**config.mk**
```make
export PLATFORM = sky130hd
export DESIGN_NAME = load_cell_adc_reader_calibrated_core
export DESIGN_NICKNAME = d
export VERILOG_FILES = /design/src/hw/rtl/lcar_pkg.sv /design/src/hw/rtl/load_cell_adc_reader_calibrated_core.sv
export SDC_FILE = /design/constraint.sdc
export NUM_CORES = 2
export LEC_CHECK = 0
export BUFFER_PORTS_ARGS = -buffer_cell sky130_fd_sc_hd__buf_2
export CORE_MARGIN = 1.5
export CORE_UTILIZATION = 59
export CTS_CLUSTER_SIZE = 30
export DETAILED_ROUTE_END_ITERATION = 6
export GPL_TIMING_DRIVEN = 1
export PLACE_DENSITY_LB_ADDON = 0.12
export SYNTH_ARGS = -nofsm -noshare
export SYNTH_HDL_FRONTEND = slang
export SYNTH_SLANG_ARGS = --single-unit
```
**constraint.sdc**
```tcl
create_clock -name clk -period 14.3 [get_ports clk]
set_input_delay 1.43 -clock clk [delete_from_list [all_inputs] [get_ports clk]]
set_output_delay 1.43 -clock clk [all_outputs]
set_load 0.01 [all_outputs]
```
**src/hw/rtl/lcar_pkg.sv**
```systemverilog
package lcar_pkg;

	// Conversion word of the serial ADC
	localparam int SAMPLE_BITS = 24;
	// Length of the boxcar average
	localparam int AVG_LEN = 4;
	localparam int SLOT_W = (AVG_LEN > 1) ? $clog2(AVG_LEN) : 1;
	localparam int SUM_W = SAMPLE_BITS + $clog2(AVG_LEN);
	localparam int PULSE_W = 5;

	// Calibration datapath widths
	localparam int DIFF_W = 33;
	localparam int MULT_W = 32;
	localparam int PROD_W = DIFF_W + MULT_W;
	localparam int SCALED_W = PROD_W + 1;
	localparam int DIV_W = 31;
	localparam int STEP_W = 7;
	localparam int MUL_STEPS = MULT_W;
	localparam int DIV_STEPS = SCALED_W;

	localparam logic [SAMPLE_BITS-1:0] SIGN_BIT = 24'h800000;

	// Configuration register indexes
	typedef enum logic [2:0] {
		CFG_GAIN_MODE       = 3'd0,
		CFG_CAL_OFFSET      = 3'd1,
		CFG_GAIN_MULTIPLIER = 3'd2,
		CFG_GAIN_DIVISOR    = 3'd3,
		CFG_TARE            = 3'd4
	} cfg_idx_t;

	typedef enum logic [8:0] {
		ST_IDLE = 9'b000000001,
		ST_PREP = 9'b000000010,
		ST_MUL  = 9'b000000100,
		ST_ADD  = 9'b000001000,
		ST_ABS  = 9'b000010000,
		ST_DIV  = 9'b000100000,
		ST_NEGQ = 9'b001000000,
		ST_SUM  = 9'b010000000,
		ST_HOLD = 9'b100000000
	} state_t;

endpackage

```
**src/hw/rtl/load_cell_adc_reader_calibrated_core.sv**
```systemverilog
// Load cell ADC reader with moving average and calibration. Each input item is
// one serial-clock slot carrying the sampled data line level; each item yields
// exactly one result with the clock request for that slot, a sample-done flag
// and the calibrated weight ((avg - cal_offset) * gain_multiplier + div/2) / div
// + tare, truncated toward zero and saturated to 32 bits signed. A low data
// line while idle starts a read of 24 bits, MSB first, followed by one, two or
// three gain pulses; the finished sample is biased into 0..0xFFFFFF and enters
// a 4-entry boxcar average. An item whose weight is unchanged moves from idle to
// the hold state, which loads the output register once that is free; the block
// takes no new item until the result is in the output register. The item that
// completes a sample, and the next item after any configuration write, recompute
// the weight through the prep, multiply, add, abs, divide, negate and sum states
// ahead of the hold state: a bit-serial shift-add multiplier (one multiplier bit
// per cycle) and a restoring divider (one quotient bit per cycle) do the work.
// The output register lets the block take the next item while a
// result still waits. Configuration writes are taken only while the block is
// idle, and an offered write holds off the input item for that cycle.
module load_cell_adc_reader_calibrated_core
	import lcar_pkg::*;
(
	input  logic        clk,
	input  logic        arst_n,
	// input slots
	input  logic        in_valid,
	output logic        in_stall,
	input  logic        data_bit,
	// results
	output logic        out_valid,
	input  logic        out_stall,
	output logic        clock_pulse,
	output logic        sample_done,
	output logic [31:0] weight,
	// configuration writes
	input  logic        cfg_valid,
	output logic        cfg_ready,
	input  logic [2:0]  cfg_index,
	input  logic [31:0] cfg_data
);

	state_t st_q;

	// configuration registers
	logic [1:0]        gain_mode_q;
	logic [31:0]       cal_offset_q;
	logic [31:0]       gain_mult_q;
	logic [DIV_W-1:0]  gain_div_q;
	logic [31:0]       tare_q;

	// serial read state
	logic                   reading_q;
	logic [PULSE_W-1:0]     pulse_count_q;
	logic [SAMPLE_BITS-1:0] shift_q;

	// moving average
	logic [SAMPLE_BITS-1:0] win_q [AVG_LEN];
	logic [SUM_W-1:0]       avg_sum_q;
	logic [SLOT_W-1:0]      avg_slot_q;
	logic [SAMPLE_BITS-1:0] avg_value_q;

	// calibration datapath
	logic                 dirty_q;
	logic                 neg_q;
	logic [DIFF_W-1:0]    mcand_q;
	logic [PROD_W-1:0]    prod_q;
	logic [SCALED_W-1:0]  scaled_q;
	logic                 sgn_q;
	logic [SCALED_W-1:0]  quo_q;
	logic [DIV_W-1:0]     rem_q;
	logic [SCALED_W:0]    sq_q;
	logic [STEP_W-1:0]    step_q;
	logic [31:0]          weight_q;

	// pending result of the current item
	logic pend_clk_q;
	logic pend_done_q;

	// output register
	logic        out_valid_q;
	logic        out_clk_q;
	logic        out_done_q;
	logic [31:0] out_weight_q;

	logic                   accept;
	logic                   cfg_wr;
	logic [PULSE_W-1:0]     pulse_next;
	logic [PULSE_W-1:0]     pulse_end;
	logic                   done_now;
	logic [SAMPLE_BITS-1:0] biased;
	logic [SUM_W-1:0]       sum_next;
	logic [DIFF_W-1:0]      diff;
	logic [DIFF_W-1:0]      diff_mag;
	logic [MULT_W-1:0]      mult_mag;
	logic [DIFF_W:0]        mul_sum;
	logic [DIV_W-1:0]       div_eff;
	logic [SCALED_W-1:0]    half;
	logic [DIV_W:0]         trial;
	logic                   trial_ge;
	logic [SCALED_W+1:0]    wsum;
	logic [31:0]            wsat;
	logic                   out_load;

	// A pending configuration write goes first; the item is held off while it is offered.
	assign accept = in_valid && (st_q == ST_IDLE) && !cfg_valid;
	assign in_stall = (st_q != ST_IDLE) || cfg_valid;
	assign cfg_ready = (st_q == ST_IDLE);
	assign cfg_wr = cfg_valid && cfg_ready;

	// Gain mode 0 adds one pulse, 1 adds two, 2 and above add three.
	assign pulse_end = PULSE_W'(SAMPLE_BITS) + ((gain_mode_q >= 2'd2) ?
		PULSE_W'(3) : PULSE_W'(gain_mode_q) + PULSE_W'(1));
	assign pulse_next = pulse_count_q + PULSE_W'(1);
	assign done_now = reading_q && (pulse_next >= pulse_end);

	// Sign-extend then add 0x800000 modulo 2^24: the same as flipping the MSB.
	assign biased = shift_q ^ SIGN_BIT;
	assign sum_next = avg_sum_q - SUM_W'(win_q[avg_slot_q]) + SUM_W'(biased);

	// avg - offset, 33-bit two's complement, and the operand magnitudes
	assign diff = {{(DIFF_W-SAMPLE_BITS){1'b0}}, avg_value_q} - {cal_offset_q[31], cal_offset_q};
	assign diff_mag = diff[DIFF_W-1] ? (~diff + DIFF_W'(1)) : diff;
	assign mult_mag = gain_mult_q[31] ? (~gain_mult_q + MULT_W'(1)) : gain_mult_q;

	// Shift-add: add the multiplicand into the high half when the low bit is set.
	assign mul_sum = {1'b0, prod_q[PROD_W-1:MULT_W]} + {1'b0, mcand_q};

	// A zero divisor acts as one.
	assign div_eff = (gain_div_q == '0) ? DIV_W'(1) : gain_div_q;
	assign half = SCALED_W'(div_eff[DIV_W-1:1]);

	// Restoring division: one quotient bit per cycle.
	assign trial = {rem_q, quo_q[SCALED_W-1]};
	assign trial_ge = (trial >= {1'b0, div_eff});

	// Add tare and clamp to the 32-bit signed range.
	assign wsum = {sq_q[SCALED_W], sq_q} + {{(SCALED_W-30){tare_q[31]}}, tare_q};
	always_comb begin
		if (wsum[SCALED_W+1:31] == '0 || wsum[SCALED_W+1:31] == '1) begin
			wsat = wsum[31:0];
		end else if (wsum[SCALED_W+1]) begin
			wsat = 32'h80000000;
		end else begin
			wsat = 32'h7FFFFFFF;
		end
	end

	assign out_load = (st_q == ST_HOLD) && (!out_valid_q || !out_stall);

	// Control, read sequencer, average and configuration
	always_ff @(posedge clk or negedge arst_n) begin
		if (!arst_n) begin
			st_q          <= ST_IDLE;
			gain_mode_q   <= '0;
			cal_offset_q  <= '0;
			gain_mult_q   <= 32'd1;
			gain_div_q    <= DIV_W'(1);
			tare_q        <= '0;
			reading_q     <= 1'b0;
			pulse_count_q <= '0;
			shift_q       <= '0;
			for (int i = 0; i < AVG_LEN; i++) begin
				win_q[i] <= '0;
			end
			avg_sum_q     <= '0;
			avg_slot_q    <= '0;
			avg_value_q   <= '0;
			dirty_q       <= 1'b0;
			weight_q      <= '0;
			step_q        <= '0;
			out_valid_q   <= 1'b0;
		end else begin
			if (cfg_wr) begin
				dirty_q <= 1'b1;
				unique case (cfg_index)
					CFG_GAIN_MODE:       gain_mode_q  <= cfg_data[1:0];
					CFG_CAL_OFFSET:      cal_offset_q <= cfg_data;
					CFG_GAIN_MULTIPLIER: gain_mult_q  <= cfg_data;
					CFG_GAIN_DIVISOR:    gain_div_q   <= cfg_data[DIV_W-1:0];
					CFG_TARE:            tare_q       <= cfg_data;
					default: ;
				endcase
			end

			if (out_load) begin
				out_valid_q <= 1'b1;
			end else if (out_valid_q && !out_stall) begin
				out_valid_q <= 1'b0;
			end

			unique case (st_q)
				ST_IDLE: begin
					if (accept) begin
						if (!reading_q) begin
							// a low line means a conversion is ready; pulse from next slot
							if (!data_bit) begin
								reading_q     <= 1'b1;
								pulse_count_q <= '0;
								shift_q       <= '0;
							end
						end else begin
							if (pulse_count_q < PULSE_W'(SAMPLE_BITS)) begin
								shift_q <= {shift_q[SAMPLE_BITS-2:0], data_bit};
							end
							if (done_now) begin
								reading_q       <= 1'b0;
								pulse_count_q   <= '0;
								win_q[avg_slot_q] <= biased;
								avg_sum_q       <= sum_next;
								avg_value_q     <= SAMPLE_BITS'(sum_next / AVG_LEN);
								avg_slot_q      <= (avg_slot_q == SLOT_W'(AVG_LEN - 1)) ?
									'0 : avg_slot_q + SLOT_W'(1);
							end else begin
								pulse_count_q <= pulse_next;
							end
						end
						// recompute only when the average or the calibration moved
						st_q <= (dirty_q || done_now) ? ST_PREP : ST_HOLD;
					end
				end
				ST_PREP: begin
					step_q <= '0;
					st_q   <= ST_MUL;
				end
				ST_MUL: begin
					step_q <= step_q + STEP_W'(1);
					if (step_q == STEP_W'(MUL_STEPS - 1)) begin
						st_q <= ST_ADD;
					end
				end
				ST_ADD: st_q <= ST_ABS;
				ST_ABS: begin
					step_q <= '0;
					st_q   <= ST_DIV;
				end
				ST_DIV: begin
					step_q <= step_q + STEP_W'(1);
					if (step_q == STEP_W'(DIV_STEPS - 1)) begin
						st_q <= ST_NEGQ;
					end
				end
				ST_NEGQ: st_q <= ST_SUM;
				ST_SUM: begin
					weight_q <= wsat;
					dirty_q  <= 1'b0;
					st_q     <= ST_HOLD;
				end
				ST_HOLD: begin
					if (out_load) begin
						st_q <= ST_IDLE;
					end
				end
				default: st_q <= ST_IDLE;
			endcase
		end
	end

	// Datapath registers, no reset needed
	always_ff @(posedge clk) begin
		if (accept) begin
			pend_clk_q  <= reading_q;
			pend_done_q <= done_now;
		end
		unique case (st_q)
			ST_PREP: begin
				neg_q   <= diff[DIFF_W-1] ^ gain_mult_q[31];
				mcand_q <= diff_mag;
				prod_q  <= {{DIFF_W{1'b0}}, mult_mag};
			end
			ST_MUL: begin
				prod_q <= prod_q[0] ? {mul_sum, prod_q[MULT_W-1:1]} :
					{1'b0, prod_q[PROD_W-1:1]};
			end
			ST_ADD: begin
				scaled_q <= neg_q ? (half - {1'b0, prod_q}) : ({1'b0, prod_q} + half);
			end
			ST_ABS: begin
				sgn_q <= scaled_q[SCALED_W-1];
				quo_q <= scaled_q[SCALED_W-1] ? (~scaled_q + SCALED_W'(1)) : scaled_q;
				rem_q <= '0;
			end
			ST_DIV: begin
				rem_q <= trial_ge ? DIV_W'(trial - {1'b0, div_eff}) : trial[DIV_W-1:0];
				quo_q <= {quo_q[SCALED_W-2:0], trial_ge};
			end
			ST_NEGQ: begin
				sq_q <= sgn_q ? (~{1'b0, quo_q} + (SCALED_W+1)'(1)) : {1'b0, quo_q};
			end
			default: ;
		endcase
		if (out_load) begin
			out_clk_q    <= pend_clk_q;
			out_done_q   <= pend_done_q;
			out_weight_q <= weight_q;
		end
	end

	assign out_valid   = out_valid_q;
	assign clock_pulse = out_clk_q;
	assign sample_done = out_done_q;
	assign weight      = out_weight_q;

endmodule
```
; After elaboration in Yosys (flattened, before gate mapping)
; Index checks and enable logic that the tools add are counted.
[word_totals]
register_bits = 723
input_bits = 41
out_inout_bits = 37
elab_cells = 164
[classes]
n_addsub = 17
order_cmp = 6
eq_ne = 24
mux = 41
bitwise = 7
n_reduce_logical = 34
[op_table]
columns = op, n
row1 = $mux 66, 3
row2 = $mux 24, 6
row3 = $pmux 66 s2, 1
row4 = $pmux 65 s2, 1
row5 = $mux 32, 4
row6 = $bwmux 96, 1
row7 = $pmux 9 s9, 1
row8 = $add 67x32->68, 1
row9 = $add 67x1->67 const B, 1
row10 = $not 66->67, 1
row11 = $add 65x30->66, 1
row12 = $add 66x1->66 const B, 1
row13 = $not 66->66, 1
row14 = $sub 30x65->66, 1
row15 = $mux 65, 1
row16 = $mux 31, 2
row17 = $pmux 31 s2, 1
row18 = $bmux 24 s2, 1
row19 = $demux 24 s2, 1
row20 = $mux 9, 5
row21 = $eq 37x37->1 const B, 1
row22 = $logic_not 37->1, 1
row23 = $add 33x33->34, 1
row24 = $add 33x1->33 const B, 1
row25 = other kinds (54), 90

; Logic depth before layout (Yosys ltp)
[logic_depth]
ltp_word = 9
depth_mapped = 24

; Worst setup path before layout
; Ideal clock, no wire load.
[synth_timing]
path_type = register to register
startpoint = register st_q[1]
endpoint = register scaled_q[0] (enable)
arrival_ns = 5.992
required_time_ns = 13.712
path_slack_ns = 7.720
stages_incl_launch_ff = 5
n_path_buf = 0
period_less_slack_ns = 6.580
path_cell_list = dfrtp_1 > nor3_1 > nand2_1 > or3_1 > nor3b_1
[synth_between]
elab_chain_cells = 1
[synth_lines]
columns = item, line
row1 = "start, declared", load_cell_adc_reader_calibrated_core.sv:40  ; state_t st_q;
row2 = "start signal, assigned", load_cell_adc_reader_calibrated_core.sv:216  ; st_q <= (dirty_q || done_now) ? ST_PREP : ST_HOLD;
row3 = $eq 9x4->1, load_cell_adc_reader_calibrated_core.sv:262  ; unique case (st_q)
row4 = "end signal, assigned", load_cell_adc_reader_calibrated_core.sv:273  ; scaled_q <= neg_q ? (half - {1'b0, prod_q}) : ({1'b0, prod_q} + half);
row5 = "end, declared", load_cell_adc_reader_calibrated_core.sv:65  ; logic [SCALED_W-1:0] scaled_q;
; Every way passes these cells.
; A chain may end at the register's enable or synchronous reset.

; Worst setup path in the final report
[layout_timing]
startpoint = register prod_q[0]
endpoint = register scaled_q[60], data pin
[layout_between]
elab_chain_cells = 2
[layout_lines]
columns = item, line
row1 = "start, declared", load_cell_adc_reader_calibrated_core.sv:64  ; logic [PROD_W-1:0] prod_q;
row2 = "start signal, assigned", load_cell_adc_reader_calibrated_core.sv:266  ; prod_q <= {{DIFF_W{1'b0}}, mult_mag};
row3 = "start signal, assigned", load_cell_adc_reader_calibrated_core.sv:269  ; prod_q <= prod_q[0] ? {mul_sum, prod_q[MULT_W-1:1]} :
row4 = $add 65x30->66 or $sub 30x65->66 (tied branches), load_cell_adc_reader_calibrated_core.sv:273
row5 = $mux 66 (*), load_cell_adc_reader_calibrated_core.sv:273
; Every way passes the cells marked *; elsewhere a longest branch is shown, timed or not.

==> results by group <==
Run status
  – Status: finished clean

Routing
  – DRC violations left: 0
  – Routed length per placed instance: 20.7 um
  – Initial DRT Pass Iterations: 6
  – Total via count after detailed routing: 34846
  – DRC violation total after the first TritonRoute iteration: 3153
  – Mean number of vias per cell: 6.13
  – Number of nets still failing antenna checks after routing: 0
  – Routed wire length: 118 mm

Timing
  – Final Max Slew Viols: 0
  – Final worst path period share: 43.6%
  – Relative max-transition margin: 23.3%
  – Setup-failing EPs final: 0
  – Unrepaired setup endpoints after global routing: false
  – Total negative slack: 0 ns
  – Tmin final: 6.23 ns
  – Worst Max-Slew Pin Slew: 1.15 ns
  – Final Hold Viols: 0
  – Skew final: 0.0246 ns
  – Max frequency: 160 MHz

Yosys
  – Cell area after synthesis: 44600 um2
  – Share of the yosys chip area belonging to registers: 43.4%
  – Synth Net Count: 4973
  – Warning count from the yosys run: 0
  – Share of async-settable or async-resettable flops after synthesis: 47.6%
  – Post-synthesis sequential element count: 699
  – Cell count after synthesis: 4677
  – Post-synth EDFFs: 366
  – Main flop type after synthesis: sky130_fd_sc_hd__edfxtp_1
  – Count of different cell masters after synthesis: 85
  – Mean Syn Cell Area: 9.53 um2

Final layout
  – Final net count: 4944
  – Commonest non-fill, non-tap cell in the layout: sky130_fd_sc_hd__nand2_1
  – Post-synthesis to final-layout area growth: 8.54%
  – Commonest cells after routing, fill and taps aside: sky130_fd_sc_hd__nand2_1 (441), sky130_fd_sc_hd__o21ai_0 (426), sky130_fd_sc_hd__nor2_1 (400)
  – Post-route insts no fill: 5685
  – Share of post-route cells with drive strength above 1: 8.70%

Floorplanning
  – Die H: 278 um
  – Area of the core: 74600 um2
  – DIE AREA: 77200 um2
  – Row count: 100
  – # IOs: 78
  – Initial standard-cell utilization of the core: 59.8%
  – Overall die width: 278 um

Placement
  – Placed Cells: 5537
  – Placer Congestion: 0.937
  – Buffers on Ports: 77
  – Detail Placement HPWL: 88.8 mm

Worst hold path
  – End of the worst hold path: clock_pulse
  – Hold path startpoint: pend_clk_q
  – Class of the tightest hold or removal check: flop to flop
  – Count of cells along the worst hold path: 0

Clock network
  – TritonCTS clock tree: yes
  – Insertion delay to the later sink of the worst-skew pair: 0.63 ns
  – Post-CTS Hold Buffers: 0
  – Number of buffers on the longest clock path: 3
  – CTS buffer count: 78
  – Count of buffers added by post-CTS timing repair for setup: 0
  – H-tree depth: 3
  – CTS sink count: 699
  – Clock root buffer master: sky130_fd_sc_hd__clkbuf_16
  – CTS clock-pin slew for the worst setup and hold paths: 0.06 ns
  – PostCTS Resize Cnt: 0

Worst setup path
  – Maximum fanout along the worst path: 30
  – Critical path arrival: 6.60 ns
  – Type of element capturing the critical path: flop
  – Delay contributed by the slowest stage of the critical path: 0.66 ns
  – Critical R2R Capture: scaled_q[60]
  – Slowest stage cell, crit path: sky130_fd_sc_hd__a21boi_0
  – Reg2Reg Launch Point: prod_q[0]
  – Data required time at the worst endpoint: 14.67 ns
  – Crit Path Category: flop to flop
  – Critical path, cell by cell: buf_4 -> inv_1 -> ha_1 -> and2_1 -> and2_1 -> a21oi_1 -> xnor2_1 -> ha_1 -> and3_1 -> a211o_1 -> o211ai_1 -> a311oi_1 -> a221o_1 -> a21boi_0 -> nand2b_1 -> nor2_1 -> and4_1 -> xor2_1
  – R2r worst-path depth: 18
  – Slack of the worst reg-to-reg path: 8.07 ns
  – Worst Setup Start Kind: flop

Global route
  – Number of global-route vias before repair: 33032
  – Total routing resource utilization after global routing: 30.4%
  – First-pass GRT wire length: 184 mm
  – Overflow left after global routing: 0
  – Largest net degree at the start of global routing: 165
  – Number of antenna violations at the first check in global routing: 20

Power
  – Ratio of total power to cell area: 190 nW/um2
  – Leakage power of the design: 19.8 nW
  – Worst-case vdd ir drop: 0.000116 V

Run
  – MaxCap Viol Count: 0
==> area by class of cell <==
cell class / count / area, um2
repair buffers: 106 / 638
diodes: 3 / 7.51
multi-input cells: 3507 / 23600
flip-flops and latches: 699 / 19300
fillers: 6076 / 26200
well taps: 969 / 1210
inverters: 256 / 961
clock inverters: 43 / 547
clock buffers: 102 / 2130
==> worst max path at each step <==
stage,from,to,slack (ns)
after floorplan,st_q[1],scaled_q[0],7.72
after global placement,prod_q[0],scaled_q[65],8.19
after detailed placement,prod_q[0],scaled_q[60],8.13
after CTS,prod_q[0],scaled_q[65],8.09
after global routing,prod_q[0],scaled_q[65],7.59
final,prod_q[0],scaled_q[60],8.07
==> critical path: cells and delay by family, from the launching register on <==
family | cells | cell delay, ns
fa+ha+maj | 2 | 0.65
flops | 1 | 0.35
xor+xnor | 2 | 0.30
compound gates | 6 | 2.07
simple gates | 6 | 1.74
buf+inv | 2 | 0.85
==> Yosys cell counts, drive strengths merged, types with 9 or more instances <==
master    n  share of area (%)
nor3     78               0.89
a21oi   383                4.3
edfxtp  366                 25
o41ai    26               0.51
a211oi   29               0.49
nor3b    12               0.20
nand4    49               0.69
inv     256                2.2
and4     10               0.20
o211ai   19               0.32
a21boi   16               0.27
o31ai    65                1.2
o21ai   427                4.8
nand3    56               0.63
fa       29                1.3
clkbuf  196                1.7
nand2b   48               0.72
nand2   446                3.8
or3      66               0.95
nor2b    33               0.46
nor4     46               0.65
nor2    402                3.4
a211o     9               0.18
a31o      9               0.18
nand3b   13               0.22
ha      226                6.3
or4      32               0.56
mux2i    53                1.2
o21bai   33               0.56
dfrtp   330                 19
mux4     24                1.2
xnor2   272                5.3
o21a     40               0.67
a31oi    32               0.45
and2     27               0.38
xor2    179                3.5
buf      19               0.17
a21o     92                1.5
and3     26               0.36
or2      25               0.35
mux2     79                2.0
==> registers in the layout (all words and copies together) (netlist names), 26 cells and up <==
name / flops
avg_sum_q: 26
cal_offset_q: 32
gain_div_q: 31
gain_mult_q: 32
mcand_q: 33
prod_q: 65
quo_q: 66
rem_q: 31
scaled_q: 66
sq_q: 67
tare_q: 32
weight: 32
weight_q: 32
win_q: 96
==> power breakdown <==
| part | internal (mW) | switching (mW) | total, mW |
|---|---|---|---|
| logic | 1.69 | 2.42 | 4.11 |
| registers | 2.62 | 0.348 | 2.97 |
| clock network | 1.25 | 0.856 | 2.10 |
==> cells by family after synthesis <==
kind of cell,synth area share [%]
buf+inv,3.97
simple gates,14.8
mux,4.40
xor+xnor,8.86
other cells,0.0168
flops,43.4
fa+ha+maj,7.65
compound gates,17.0
==> metrics by stage <==
step	worst slack, ns	total power, mW	utilization (%)	hold slack, ns	cell area [um2]
after CTS	8.09	9.15	64.9	0.435	48400
after floorplan	7.72	6.03	-	0.400	44600
after detailed placement	8.13	7.03	61.3	0.421	45700
final	8.07	9.18	64.9	0.429	48400
after global placement	8.19	6.97	61.3	0.401	45700
after global routing	7.59	9.74	64.9	0.450	48400
==> layer usage <==
layer	up-vias	GRT usage, %	wire (um)
met5	-	0	0
met4	0	9.92	3880
met3	234	4.42	8400
met2	1150	48.8	53800
met1	16784	42.4	51700
li1	16678	-	-
Power figures use the tool's default switching activity.
